--- src/arpc_pkg.sv ---
// ----------------------------------------------------------------------------
// arpc_pkg
// Shared types and constants for the ARP cache engine.
// ----------------------------------------------------------------------------
package arpc_pkg;

	localparam int unsigned ENTRIES_DEF = 16;
	localparam logic [10:0] MIN_PKT_LEN = 11'd28;
	localparam logic [15:0] OP_REQUEST  = 16'd1;

	localparam logic [31:0] OWN_IP_RST  = 32'h0A00_0001;
	localparam logic [31:0] GW_RST      = 32'h0A00_0002;
	localparam logic [31:0] MASK_RST    = 32'hFFFF_FF00;
	localparam logic [47:0] OWN_MAC_RST = 48'h5254_0012_3456;

	// register indexes
	localparam logic [1:0] REG_OWN_IP  = 2'd0;
	localparam logic [1:0] REG_GATEWAY = 2'd1;
	localparam logic [1:0] REG_MASK    = 2'd2;
	localparam logic [1:0] REG_OWN_MAC = 2'd3;

	typedef enum logic [1:0] {
		OP_RESOLVE,
		OP_LEARN,
		OP_DROP
	} op_t;

	// classified command from front to back
	typedef struct packed {
		op_t         op;
		logic [31:0] ip;      // next hop or sender ip
		logic [47:0] mac;
		logic [31:0] stamp;
		logic        reply;
	} cmd_t;

	typedef struct packed {
		logic        hit;
		logic [47:0] mac_out;
		logic [31:0] hop_ip;
		logic        send_request;
		logic        send_reply;
		logic        dropped;
	} res_t;

	typedef enum logic [1:0] {
		ST_IDLE,
		ST_SCAN,
		ST_WRITE,
		ST_OUT
	} state_t;

endpackage

--- src/arpc_if.sv ---
// ----------------------------------------------------------------------------
// arpc_in_if / arpc_out_if / arpc_cfg_if
// Valid/ready channels for the ARP cache engine.
// ----------------------------------------------------------------------------
interface arpc_in_if;
	logic        valid;
	logic        ready;
	logic        func;
	logic [31:0] query_ip;
	logic [15:0] arp_opcode;
	logic [47:0] src_mac;
	logic [31:0] src_ip;
	logic [31:0] dst_ip;
	logic [10:0] pkt_len;
	logic [31:0] now_ticks;
	modport source (output valid, func, query_ip, arp_opcode, src_mac, src_ip,
		dst_ip, pkt_len, now_ticks, input ready);
	modport sink (input valid, func, query_ip, arp_opcode, src_mac, src_ip,
		dst_ip, pkt_len, now_ticks, output ready);
endinterface

interface arpc_out_if;
	logic        valid;
	logic        ready;
	logic        hit;
	logic [47:0] mac_out;
	logic [31:0] hop_ip;
	logic        send_request;
	logic        send_reply;
	logic        dropped;
	modport source (output valid, hit, mac_out, hop_ip, send_request, send_reply,
		dropped, input ready);
	modport sink (input valid, hit, mac_out, hop_ip, send_request, send_reply,
		dropped, output ready);
endinterface

interface arpc_cfg_if;
	logic        valid;
	logic        ready;
	logic [1:0]  index;
	logic [47:0] data;
	modport source (output valid, index, data, input ready);
	modport sink (input valid, index, data, output ready);
endinterface

--- src/arpc_front.sv ---
// ----------------------------------------------------------------------------
// arpc_front
// Accepts input transactions, picks the next hop and classifies each item
// into a command for the back end. Two-entry queue toward the back end.
// ----------------------------------------------------------------------------
module arpc_front (
	input  logic                 clk,
	input  logic                 arst_n,
	arpc_in_if.sink              in_ch,
	input  logic [31:0]          own_ip,
	input  logic [31:0]          gateway_addr,
	input  logic [31:0]          subnet_mask,
	output logic                 cmd_valid,
	input  logic                 cmd_ready,
	output arpc_pkg::cmd_t       cmd
);

	arpc_pkg::cmd_t cmd_new;
	arpc_pkg::cmd_t fifo_q [2];
	logic [1:0]     cnt_q;
	logic           rd_ptr_q, wr_ptr_q;
	logic           push, pop;

	// classify
	always_comb begin
		cmd_new       = '0;
		cmd_new.mac   = in_ch.src_mac;
		cmd_new.stamp = in_ch.now_ticks;
		if (!in_ch.func) begin
			cmd_new.op = arpc_pkg::OP_RESOLVE;
			cmd_new.ip = ((in_ch.query_ip & subnet_mask) != (own_ip & subnet_mask)) ?
				gateway_addr : in_ch.query_ip;
		end else if (in_ch.pkt_len < arpc_pkg::MIN_PKT_LEN) begin
			cmd_new.op = arpc_pkg::OP_DROP;
		end else begin
			cmd_new.op    = arpc_pkg::OP_LEARN;
			cmd_new.ip    = in_ch.src_ip;
			cmd_new.reply = (in_ch.arp_opcode == arpc_pkg::OP_REQUEST) &&
				(in_ch.dst_ip == own_ip);
		end
	end

	assign in_ch.ready = (cnt_q != 2'd2);
	assign push        = in_ch.valid && in_ch.ready;
	assign cmd_valid   = (cnt_q != 2'd0);
	assign pop         = cmd_valid && cmd_ready;
	assign cmd         = fifo_q[rd_ptr_q];

	// queue storage
	always_ff @(posedge clk) begin
		if (push) fifo_q[wr_ptr_q] <= cmd_new;
	end

	// queue pointers
	always_ff @(posedge clk or negedge arst_n) begin
		if (!arst_n) begin
			cnt_q    <= '0;
			rd_ptr_q <= 1'b0;
			wr_ptr_q <= 1'b0;
		end else begin
			if (push) wr_ptr_q <= ~wr_ptr_q;
			if (pop)  rd_ptr_q <= ~rd_ptr_q;
			cnt_q <= cnt_q + {1'b0, push} - {1'b0, pop};
		end
	end

endmodule

--- src/arpc_back.sv ---
// ----------------------------------------------------------------------------
// arpc_back
// Carries out commands against the cache: one entry examined per cycle for
// match, first free slot and oldest stamp, then write (learn) and result.
// ----------------------------------------------------------------------------
module arpc_back #(
	parameter int unsigned ENTRIES = arpc_pkg::ENTRIES_DEF
) (
	input  logic           clk,
	input  logic           arst_n,
	input  logic           cmd_valid,
	output logic           cmd_ready,
	input  arpc_pkg::cmd_t cmd,
	arpc_out_if.source     out_ch
);

	localparam int IW = (ENTRIES > 1) ? $clog2(ENTRIES) : 1;
	localparam logic [IW-1:0] LAST = IW'(ENTRIES - 1);

	arpc_pkg::state_t state_q, state_d;
	arpc_pkg::cmd_t   cmd_q;
	logic [ENTRIES-1:0] valid_q;
	logic [31:0] ip_mem [ENTRIES];
	logic [47:0] mac_mem [ENTRIES];
	logic [31:0] stamp_mem [ENTRIES];

	logic [IW-1:0] rd_idx_q;
	logic          eval_s1, vld_s1;
	logic [31:0]   ip_s1, stamp_s1;
	logic [47:0]   mac_s1;
	logic [IW-1:0] idx_s1;
	logic          found_q, free_q;
	logic [IW-1:0] match_q, slot_q;
	logic [31:0]   best_q;
	logic          best_set_q;
	arpc_pkg::res_t res_q;
	logic          cur_match, cur_free, cur_older, last_idx;
	logic [IW-1:0] wslot;

	assign cur_match = vld_s1 && (ip_s1 == cmd_q.ip);
	assign cur_free  = !vld_s1;
	assign cur_older = !best_set_q || (stamp_s1 < best_q);
	assign last_idx  = eval_s1 && (idx_s1 == LAST);
	assign wslot     = found_q ? match_q : slot_q;

	// next state
	always_comb begin
		state_d   = state_q;
		cmd_ready = 1'b0;
		case (state_q)
			arpc_pkg::ST_IDLE: begin
				cmd_ready = 1'b1;
				if (cmd_valid) state_d = (cmd.op == arpc_pkg::OP_DROP) ?
					arpc_pkg::ST_OUT : arpc_pkg::ST_SCAN;
			end
			arpc_pkg::ST_SCAN: begin
				if (last_idx) state_d = (cmd_q.op == arpc_pkg::OP_LEARN) ?
					arpc_pkg::ST_WRITE : arpc_pkg::ST_OUT;
			end
			arpc_pkg::ST_WRITE: state_d = arpc_pkg::ST_OUT;
			arpc_pkg::ST_OUT: if (out_ch.ready) state_d = arpc_pkg::ST_IDLE;
			default: state_d = arpc_pkg::ST_IDLE;
		endcase
	end

	// control registers
	always_ff @(posedge clk or negedge arst_n) begin
		if (!arst_n) begin
			state_q <= arpc_pkg::ST_IDLE;
			valid_q <= '0;
			eval_s1 <= 1'b0;
		end else begin
			state_q <= state_d;
			eval_s1 <= (state_q == arpc_pkg::ST_SCAN);
			if (state_q == arpc_pkg::ST_WRITE) valid_q[wslot] <= 1'b1;
		end
	end

	// entry read, registered ahead of the compare
	always_ff @(posedge clk) begin
		ip_s1    <= ip_mem[rd_idx_q];
		mac_s1   <= mac_mem[rd_idx_q];
		stamp_s1 <= stamp_mem[rd_idx_q];
		vld_s1   <= valid_q[rd_idx_q];
		idx_s1   <= rd_idx_q;
	end

	// scan datapath
	always_ff @(posedge clk) begin
		case (state_q)
			arpc_pkg::ST_IDLE: begin
				cmd_q      <= cmd;
				rd_idx_q   <= '0;
				found_q    <= 1'b0;
				free_q     <= 1'b0;
				best_set_q <= 1'b0;
				best_q     <= '0;
				slot_q     <= '0;
				match_q    <= '0;
				res_q      <= '{dropped: (cmd.op == arpc_pkg::OP_DROP), default: '0};
			end
			arpc_pkg::ST_SCAN: begin
				if (rd_idx_q != LAST) rd_idx_q <= rd_idx_q + 1'b1;
				if (eval_s1) begin
					if (cur_match && !found_q) begin
						found_q <= 1'b1;
						match_q <= idx_s1;
						if (cmd_q.op == arpc_pkg::OP_RESOLVE) res_q.mac_out <= mac_s1;
					end
					if (!free_q) begin
						if (cur_free) begin
							free_q <= 1'b1;
							slot_q <= idx_s1;
						end else if (cur_older) begin
							best_q     <= stamp_s1;
							best_set_q <= 1'b1;
							slot_q     <= idx_s1;
						end
					end
					if (last_idx && cmd_q.op == arpc_pkg::OP_RESOLVE) begin
						res_q.hop_ip       <= cmd_q.ip;
						res_q.hit          <= found_q || cur_match;
						res_q.send_request <= !(found_q || cur_match);
					end
				end
			end
			arpc_pkg::ST_WRITE: begin
				ip_mem[wslot]    <= cmd_q.ip;
				mac_mem[wslot]   <= cmd_q.mac;
				stamp_mem[wslot] <= cmd_q.stamp;
				if (cmd_q.reply) begin
					res_q.send_reply <= 1'b1;
					res_q.mac_out    <= cmd_q.mac;
					res_q.hop_ip     <= cmd_q.ip;
				end
			end
			default: ;
		endcase
	end

	assign out_ch.valid        = (state_q == arpc_pkg::ST_OUT);
	assign out_ch.hit          = res_q.hit;
	assign out_ch.mac_out      = res_q.mac_out;
	assign out_ch.hop_ip       = res_q.hop_ip;
	assign out_ch.send_request = res_q.send_request;
	assign out_ch.send_reply   = res_q.send_reply;
	assign out_ch.dropped      = res_q.dropped;

endmodule

--- src/arp_cache_engine.sv ---
// ----------------------------------------------------------------------------
// arp_cache_engine
// IPv4-to-MAC cache: resolve lookups and ARP learning with reply detection.
// ----------------------------------------------------------------------------
// A front end takes one transaction per cycle, while it has room, into a
// two-deep command queue; the back end scans the cache one entry per cycle
// behind a registered entry read. The entry scan in the back end sets the
// sustained rate. Configuration is always ready.
module arp_cache_engine #(
	parameter int unsigned ENTRIES = arpc_pkg::ENTRIES_DEF
) (
	input  logic       clk,
	input  logic       arst_n,
	arpc_in_if.sink    in_ch,
	arpc_out_if.source out_ch,
	arpc_cfg_if.sink   cfg
);

	logic [31:0] own_ip_q, gateway_q, mask_q;
	logic [47:0] own_mac_q;
	logic           cmd_valid, cmd_ready;
	arpc_pkg::cmd_t cmd;

	assign cfg.ready = 1'b1;

	// configuration registers; own_mac is held but not used by the datapath
	always_ff @(posedge clk or negedge arst_n) begin
		if (!arst_n) begin
			own_ip_q  <= arpc_pkg::OWN_IP_RST;
			gateway_q <= arpc_pkg::GW_RST;
			mask_q    <= arpc_pkg::MASK_RST;
			own_mac_q <= arpc_pkg::OWN_MAC_RST;
		end else if (cfg.valid) begin
			case (cfg.index)
				arpc_pkg::REG_OWN_IP:  own_ip_q  <= cfg.data[31:0];
				arpc_pkg::REG_GATEWAY: gateway_q <= cfg.data[31:0];
				arpc_pkg::REG_MASK:    mask_q    <= cfg.data[31:0];
				arpc_pkg::REG_OWN_MAC: own_mac_q <= cfg.data;
				default: ;
			endcase
		end
	end

	arpc_front u_front (
		.clk, .arst_n, .in_ch,
		.own_ip(own_ip_q), .gateway_addr(gateway_q), .subnet_mask(mask_q),
		.cmd_valid, .cmd_ready, .cmd
	);

	arpc_back #(.ENTRIES(ENTRIES)) u_back (
		.clk, .arst_n, .cmd_valid, .cmd_ready, .cmd, .out_ch
	);

endmodule

--- src/flat_wrapper.sv ---
// flat-port wrapper written by rule: the top's interface ports become plain ports
module arp_cache_engine_flat 
#(
	parameter int unsigned ENTRIES = arpc_pkg::ENTRIES_DEF
)
  (clk, arst_n, in_ch_valid, in_ch_func, in_ch_query_ip, in_ch_arp_opcode, in_ch_src_mac, in_ch_src_ip, in_ch_dst_ip, in_ch_pkt_len, in_ch_now_ticks, in_ch_ready, out_ch_valid, out_ch_hit, out_ch_mac_out, out_ch_hop_ip, out_ch_send_request, out_ch_send_reply, out_ch_dropped, out_ch_ready, cfg_valid, cfg_index, cfg_data, cfg_ready);
  arpc_in_if in_ch_i ();
  arpc_out_if out_ch_i ();
  arpc_cfg_if cfg_i ();
  input  logic clk;
  input  logic arst_n;
  input wire logic [$bits(in_ch_i.valid)-1:0] in_ch_valid;
  input wire logic [$bits(in_ch_i.func)-1:0] in_ch_func;
  input wire logic [$bits(in_ch_i.query_ip)-1:0] in_ch_query_ip;
  input wire logic [$bits(in_ch_i.arp_opcode)-1:0] in_ch_arp_opcode;
  input wire logic [$bits(in_ch_i.src_mac)-1:0] in_ch_src_mac;
  input wire logic [$bits(in_ch_i.src_ip)-1:0] in_ch_src_ip;
  input wire logic [$bits(in_ch_i.dst_ip)-1:0] in_ch_dst_ip;
  input wire logic [$bits(in_ch_i.pkt_len)-1:0] in_ch_pkt_len;
  input wire logic [$bits(in_ch_i.now_ticks)-1:0] in_ch_now_ticks;
  output wire logic [$bits(in_ch_i.ready)-1:0] in_ch_ready;
  output wire logic [$bits(out_ch_i.valid)-1:0] out_ch_valid;
  output wire logic [$bits(out_ch_i.hit)-1:0] out_ch_hit;
  output wire logic [$bits(out_ch_i.mac_out)-1:0] out_ch_mac_out;
  output wire logic [$bits(out_ch_i.hop_ip)-1:0] out_ch_hop_ip;
  output wire logic [$bits(out_ch_i.send_request)-1:0] out_ch_send_request;
  output wire logic [$bits(out_ch_i.send_reply)-1:0] out_ch_send_reply;
  output wire logic [$bits(out_ch_i.dropped)-1:0] out_ch_dropped;
  input wire logic [$bits(out_ch_i.ready)-1:0] out_ch_ready;
  input wire logic [$bits(cfg_i.valid)-1:0] cfg_valid;
  input wire logic [$bits(cfg_i.index)-1:0] cfg_index;
  input wire logic [$bits(cfg_i.data)-1:0] cfg_data;
  output wire logic [$bits(cfg_i.ready)-1:0] cfg_ready;
  assign in_ch_i.valid = in_ch_valid;
  assign in_ch_i.func = in_ch_func;
  assign in_ch_i.query_ip = in_ch_query_ip;
  assign in_ch_i.arp_opcode = in_ch_arp_opcode;
  assign in_ch_i.src_mac = in_ch_src_mac;
  assign in_ch_i.src_ip = in_ch_src_ip;
  assign in_ch_i.dst_ip = in_ch_dst_ip;
  assign in_ch_i.pkt_len = in_ch_pkt_len;
  assign in_ch_i.now_ticks = in_ch_now_ticks;
  assign in_ch_ready = in_ch_i.ready;
  assign out_ch_valid = out_ch_i.valid;
  assign out_ch_hit = out_ch_i.hit;
  assign out_ch_mac_out = out_ch_i.mac_out;
  assign out_ch_hop_ip = out_ch_i.hop_ip;
  assign out_ch_send_request = out_ch_i.send_request;
  assign out_ch_send_reply = out_ch_i.send_reply;
  assign out_ch_dropped = out_ch_i.dropped;
  assign out_ch_i.ready = out_ch_ready;
  assign cfg_i.valid = cfg_valid;
  assign cfg_i.index = cfg_index;
  assign cfg_i.data = cfg_data;
  assign cfg_ready = cfg_i.ready;
  arp_cache_engine #(.ENTRIES(ENTRIES)) u_core (.clk(clk), .arst_n(arst_n), .in_ch(in_ch_i), .out_ch(out_ch_i), .cfg(cfg_i));
endmodule
--- config.mk ---
export PLATFORM = sky130hd
export DESIGN_NAME = arp_cache_engine_flat
export DESIGN_NICKNAME = d
export VERILOG_FILES = /design/src/arpc_pkg.sv /design/src/arpc_if.sv /design/src/arpc_front.sv /design/src/arpc_back.sv /design/src/arp_cache_engine.sv /design/src/flat_wrapper.sv
export SDC_FILE = /design/constraint.sdc
export NUM_CORES = 2
export LEC_CHECK = 0
export BUFFER_PORTS_ARGS = -buffer_cell sky130_fd_sc_hd__buf_2
export CAP_MARGIN = 20
export CORE_AREA = 5 5 341 476
export CTS_BUF_LIST = sky130_fd_sc_hd__clkbuf_4
export CTS_CLUSTER_DIAMETER = 150
export DETAILED_ROUTE_END_ITERATION = 16
export DIE_AREA = 0 0 346 481
export GPL_ROUTABILITY_DRIVEN = 0
export GPL_TIMING_DRIVEN = 0
export PLACE_DENSITY = 0.77
export SYNTH_ARGS = -nofsm -noshare
export SYNTH_HDL_FRONTEND = slang
export SYNTH_SLANG_ARGS = --single-unit
--- constraint.sdc ---
create_clock -name clk -period 16.75 [get_ports clk]
set_clock_uncertainty 0.05 [all_clocks]
set_input_delay 1.675 -clock clk [delete_from_list [all_inputs] [get_ports clk]]
set_output_delay 1.675 -clock clk [all_outputs]
set_load 0.05 [all_outputs]
==> Yosys cells after proc, flatten, opt, wreduce, memory -nomap -nowiden <==
Memories as Yosys holds them, arrays and structs flattened. A register that Yosys moved wholly into a read port is not among the register bits.
Cells that the tools add are included.
{ "classes": {"n_addsub": 3, "n_mul": 0, "div": 0, "order_cmp": 5, "eq_ne": 27, "shifts": 0, "muxes": 60, "bitwise_logic": 5, "reduce_logical": 33} }
{ "op_table": {"columns": ["operator", "n"], "rows": [
  ["$pmux W80 S3", 1],
  ["$mux W32", 6],
  ["$mux W48", 2],
  ["$mux W82", 1],
  ["$mux W80", 1],
  ["$and A32 B32 Y32", 2],
  ["$eq A32 B32 Y1", 2],
  ["$pmux W32 S2", 1],
  ["$mux W34", 1],
  ["$mux W33", 1],
  ["$lt A32 B32 Y1", 1],
  ["$mux W4", 8],
  ["$ne A32 B32 Y1", 1],
  ["$pmux W4 S2", 3],
  ["$mux W1", 21],
  ["$eq A16 B1 Y1 const B", 1],
  ["$or A16 B16 Y16", 1],
  ["$ne A2 B2 Y1 const B", 7],
  ["$ne A2 B1 Y1 const B", 6],
  ["$pmux W1 S2", 6],
  ["$reduce_and A2 Y1", 6],
  ["$lt A11 B5 Y1 const B", 1],
  ["$lt A4 B5 Y1 const B", 2],
  ["$mux W2", 5],
  ["22 further kinds", 46]
]} }
{ "word_totals": {"regBits": 370, "latchBits": 0, "ram_bits": 2022, "romBits": 0, "in_bits": 259, "output_inout_bits": 87, "word_cells": 166, "n_memories": 4} }
{ "memory_table": {"columns": ["memory", "words", "width", "read_ports", "rd_ports_with_merged_regs", "wr", "line_no", "rtl"], "rows": [
  ["u_core.u_back.mac_mem", 16, 48, 1, 1, 1, "arpc_back.sv:24", "logic [47:0] mac_mem [ENTRIES];"],
  ["u_core.u_back.ip_mem", 16, 32, 1, 1, 1, "arpc_back.sv:23", "logic [31:0] ip_mem [ENTRIES];"],
  ["u_core.u_back.stamp_mem", 16, 32, 1, 1, 1, "arpc_back.sv:25", "logic [31:0] stamp_mem [ENTRIES];"],
  ["u_core.u_front.fifo_q", 2, 115, 1, 0, 1, "arpc_front.sv:19", "arpc_pkg::cmd_t fifo_q [2];"]
]} }

==> Logic depth before layout (Yosys ltp) <==
{ "depth": {"depth_word": 7, "ltp_mapped": 8, "mapped_depth_nobuf": 8} }

==> By module <==
Synthesis repeated with hierarchy kept, for this count alone.
{ "hier_totals": {"hier_cells": 4115, "area_unflattened_um2": 93917.6} }
{ "modules_own_cells": {"columns": ["mod", "n_inst", "cells_each", "area_each_um2", "seq_area_each_um2"], "rows": [
  ["arpc_back", 1, 3320, 80272.0, 64016.4],
  ["arpc_front", 1, 589, 9970.8, 7006.7],
  ["arp_cache_engine", 1, 206, 3674.8, 2439.8]
]} }

==> Least setup slack after synthesis <==
OpenSTA, ideal clock, no wires.
{ "synth_timing": {"path_type": "in2reg", "start": "input port in_ch_valid", "end": "memory u_core.u_front.fifo_q[0][0] (netlist bit), enable pin", "setup_time_ns": 0.591, "arrival_time_ns": 6.577, "required_ns": 16.109, "path_slack_ns": 9.533, "stages": 2, "path_buffers": 0, "cell_sequence": "nand2_1 > nor2_1"} }
{ "synth_via": {"elab_chain_cells": 3} }
{ "synth_lines": {"columns": ["item", "line_no", "rtl"], "rows": [
  ["start, declared", "flat_wrapper.sv:12", "input wire logic [$bits(in_ch_i.valid)-1:0] in_ch_valid;"],
  ["$logic_and A1 B1 Y1", "arpc_front.sv:44", "assign push = in_ch.valid && in_ch.ready;"],
  ["$mux W1", "arpc_front.sv:51", "if (push) fifo_q[wr_ptr_q] <= cmd_new;"],
  ["$mux W1 (implied by the code)", "arpc_front.sv:51", null],
  ["end, declared", "arpc_front.sv:19", null]
]} }
No other way between the ends.

==> Worst setup path in the final report <==
{ "layout_timing": {"start": "register u_core.u_back.best_q[1]", "end": "register u_core.u_back.best_q[17], enable pin"} }
{ "layout_via": {"elab_chain_cells": 4} }
{ "layout_lines": {"columns": ["item", "line_no", "rtl"], "rows": [
  ["start, declared", "arpc_back.sv:34", "logic [31:0] best_q;"],
  ["start signal, assigned", "arpc_back.sv:115", "best_q <= stamp_s1;"],
  ["$lt A32 B32 Y1", "arpc_back.sv:42", "assign cur_older = !best_set_q || (stamp_s1 < best_q);"],
  ["$logic_or A1 B1 Y1", "arpc_back.sv:42", null],
  ["$ne A2 B2 Y1 (no source line)", null, null],
  ["$reduce_and A5 Y1 (no source line)", null, null]
]} }
No other way between the ends.
A chain may end at the register's enable or synchronous reset.

==> results.sh <==
export IMPL_fmax_mhz=234
export IMPL_die_w_um=346
export IMPL_io_pins=346
export IMPL_num_vias=47460
export IMPL_ys_types=52
export IMPL_synth_nets=4413
export IMPL_synth_cells=4116
export IMPL_clock_latency_ns=1.37
export IMPL_synth_top_family_by_area="multiplexers"
export IMPL_max_vdd_ir_drop_uv=162
export IMPL_relSlewSlack_pct=18.5
export IMPL_io_buffers=326
export IMPL_grt_max_degree=92
export IMPL_firstDrtPassIters=7
export IMPL_multiInputGateArea_um2=19500
export IMPL_finalCriticalPeriod_ns=4.27
export IMPL_synth_edff_count=2268
export IMPL_num_nets_final=5440
export IMPL_drc_errors=0
export IMPL_synth_ff_type="edfxtp_1"
export IMPL_grt_usage_pct=27.2
export IMPL_final_setup_tns_ns=0
export IMPL_cp_required_ns=17.74
export IMPL_reg2reg_from="u_core.u_back.best_q[1]$_SDFFCE_PN0P_"
export IMPL_syn_avg_cell_area_um2=22.8
export IMPL_hold_violations=0
export IMPL_yosysTopAreaCellShare_pct=72.6
export IMPL_path_max_fanout=9
export IMPL_dp_cells=6660
export IMPL_grt_pass1_vias=50535
export IMPL_synth_top_cell_by_area="edfxtp_1"
export IMPL_reg2reg_slack_ns=12.48
export IMPL_totalPowerFinal_uw=19600
export IMPL_area_growth_syn_to_layout_pct=15.3
export IMPL_cts_buffer_depth=4
export IMPL_ys_seq_area_share_pct=78.3
export IMPL_n_fill_cell=9585
export IMPL_ctsResizeCount=0
export IMPL_hold_buffers=0
export IMPL_die_area_um2=166000
export IMPL_synth_compound_area_share_pct=1.05
export IMPL_synthTopCellsByArea="edfxtp_1 (73%), mux4_2 (14%), mux2_2 (2.5%)"
export IMPL_start_util_pct=59.4
export IMPL_route_antenna_remaining_nets=0
export IMPL_clk_pin_slew_ns=0.08
export IMPL_numCtsBuffers=577
export IMPL_drtIter0Drc=5385
export IMPL_netlist_area_um2=93800
export IMPL_final_cells=7700
export IMPL_synthMuxAreaShare_pct=16.5
export IMPL_crit_type="register to register"
export IMPL_dieHeight_um=481
export IMPL_ys_async_sr_fraction_pct=4.75
export IMPL_fin_crit_sh_pct=25.5
export IMPL_grt_pass1_wl_mm=327
export IMPL_grt_overflow_total=0
export IMPL_rr_worst_depth=9
export IMPL_cts_max_level=6
export IMPL_synth_commonest_cells="edfxtp_1 (2268), mux4_2 (565), mux2_2 (212)"
export IMPL_routed_wl_mm=225
export IMPL_seqCellArea_um2=73500
export IMPL_num_rows=173
export IMPL_post_cts_buffers=0
export IMPL_antenna_found_initial=15
export IMPL_worst_setup_path_end_kind="register"
export IMPL_hpwl_mm=143
export IMPL_p_leak_uw=0.0364
export IMPL_synthXorXnorAreaFrac_pct=0.952
export IMPL_synthSimpleGateAreaFrac_pct=1.66
export IMPL_power_density_nw_per_um2=181
export IMPL_ys_warn_count=0
export IMPL_cp_start_kind="register"
export IMPL_cts_sinks=2504
export IMPL_setup_violations=0
export IMPL_setup_worst_path_start="u_core.u_back.best_q[1]$_SDFFCE_PN0P_"
export IMPL_core_area_um2=158000
export IMPL_final_max_slew_viol_count=0
export IMPL_min_path_type="primary input to async pin"
export IMPL_avgRoutedWirePerCell_um=29.2
export IMPL_r2r_end="u_core.u_back.best_q[17]$_SDFFCE_PN0P_"
export IMPL_cts_root_buffer="clkbuf_4"
export IMPL_worst_pin_slew_ns=1.22
export IMPL_yosysMostFrequentCell="edfxtp_1"
export IMPL_post_drt_via_cell_ratio=6.16
export IMPL_ys_seq_elements=2504
export IMPL_cp_arrival_ns=5.26
export IMPL_status="completed"
export IMPL_drv_cap=0
export IMPL_drive_above_1_share_pct=40.5
export IMPL_grt_setup_unrepaired="no"
export IMPL_cts_tree="yes"
export IMPL_synthAdderAreaFrac_pct=0.507
[cells in the final DEF, fill, tap and decap left out, types with 16 or more instances in the layout]
| cell | count |
|---|---|
| dfstp_2 | 30 |
| mux2_2 | 212 |
| and2_1 | 69 |
| clkinv_1 | 110 |
| buf_12 | 72 |
| xnor2_1 | 21 |
| nor2_4 | 18 |
| dfxtp_1 | 117 |
| nor4_1 | 16 |
| xor2_1 | 81 |
| buf_16 | 34 |
| a21oi_1 | 16 |
| a22oi_1 | 64 |
| inv_2 | 16 |
| clkbuf_1 | 115 |
| ha_1 | 37 |
| mux2i_1 | 33 |
| buf_2 | 371 |
| inv_1 | 46 |
| o21ai_1 | 30 |
| clkinv_2 | 20 |
| edfxtp_1 | 2268 |
| nand4_1 | 18 |
| nand2_1 | 47 |
| or2_2 | 16 |
| clkbuf_4 | 861 |
| nor2_1 | 18 |
| nor2b_1 | 51 |
| dfrtp_1 | 89 |
| mux4_2 | 565 |
| diode_2 | 18 |
[metrics by stage]
stage | area [um2] | hold slack, ns | utilization (%) | worst slack (ns)
global route | 108000 | 0.0722 | 68.5 | 12.51
detailed placement | 101000 | 0.306 | 63.8 | 12.26
CTS | 108000 | 0.0355 | 68.4 | 12.51
floorplan | 93800 | 0.296 | - | 9.53
global placement | 98100 | 0.300 | 62.1 | 3.12
finish | 108000 | 0.147 | 68.5 | 12.48
[how the worst max path moves through the flow]
stage | endpoint | slack [ns] | cells past startpoint
final | u_core.u_back.best_q[17]$_SDFFCE_PN0P_ | 12.48 | 9
after global routing | u_core.u_back.out_ch.mac_out[35]$_DFFE_PP_ | 12.51 | 7
after CTS | u_core.u_back.out_ch.mac_out[38]$_DFFE_PP_ | 12.51 | 7
after detailed placement | u_core.u_front.fifo_q[0][101]$_DFFE_PP_ | 12.26 | 8
after global placement | u_core.u_back.valid_q[12]$_DFFE_PN0P_ | 3.12 | 6
after floorplan | u_core.u_front.fifo_q[0][0]$_DFFE_PP_ | 9.53 | 2
[flip-flops by register name, summed over array words and instances, names as in the netlist, 48 cells and up]
name,count
u_core.u_front.fifo_q,230
u_core.u_back.stamp_mem,512
u_core.u_back.cmd_q,115
u_core.u_back.out_ch.mac_out,48
u_core.u_back.ip_mem,512
u_core.u_back.mac_mem,768
u_core.u_back.mac_s1,48
[logic make-up (layout without fill, tap and decap cells)]
group,after synthesis,after routing
DFF,2504,2504
muxes,810,810
and+or+nand+nor,281,281
buffers and inverters,232,1698
AOI/OAI and AO/OA,148,148
xor gates and xnor gates,102,102
adders and majority gates,38,38
other,1,19
[where the power goes]
| group | leakage (uW) | total, uW | internal [uW] | switching, uW |
|---|---|---|---|---|
| Clock | 0.00441 | 4790 | 2500 | 2300 |
| Combinational | 0.00891 | 5380 | 2260 | 3130 |
| Sequential | 0.0230 | 9450 | 8590 | 859 |
[routing by layer]
metal | GRT usage, % | vias to the layer above | routed length [um]
li1 | - | 19547 | -
met1 | 33.5 | 24294 | 77000
met2 | 45.3 | 3040 | 115000
met3 | 7.88 | 573 | 23300
met4 | 12.2 | 6 | 10000
met5 | 0 | - | 34
[area by class of cell]
cell class | instances | area share (%)
Timing Repair Buffer | 448 | 3.91
Multi-Input combinational cell | 1380 | 18.0
Clock inverter | 158 | 0.801
Inverter | 46 | 0.160
Sequential cell | 2504 | 67.9
Tap cell | 2100 | 2.43
Buffer | 186 | 0.771
Antenna cell | 18 | 0.0416
Clock buffer | 860 | 5.97
[worst max-delay path, stage by stage (launching register included)]
cell and delay (ns):
edfxtp_1 0.38, inv_1 0.07, ha_1 0.24, a2111oi_0 0.70
o31ai_1 0.24, a311oi_1 0.82, o22ai_1 0.33, nor3_2 0.68
buf_6 0.25, buf_6 0.18
Note: power is estimated with default switching activity, not from simulation.
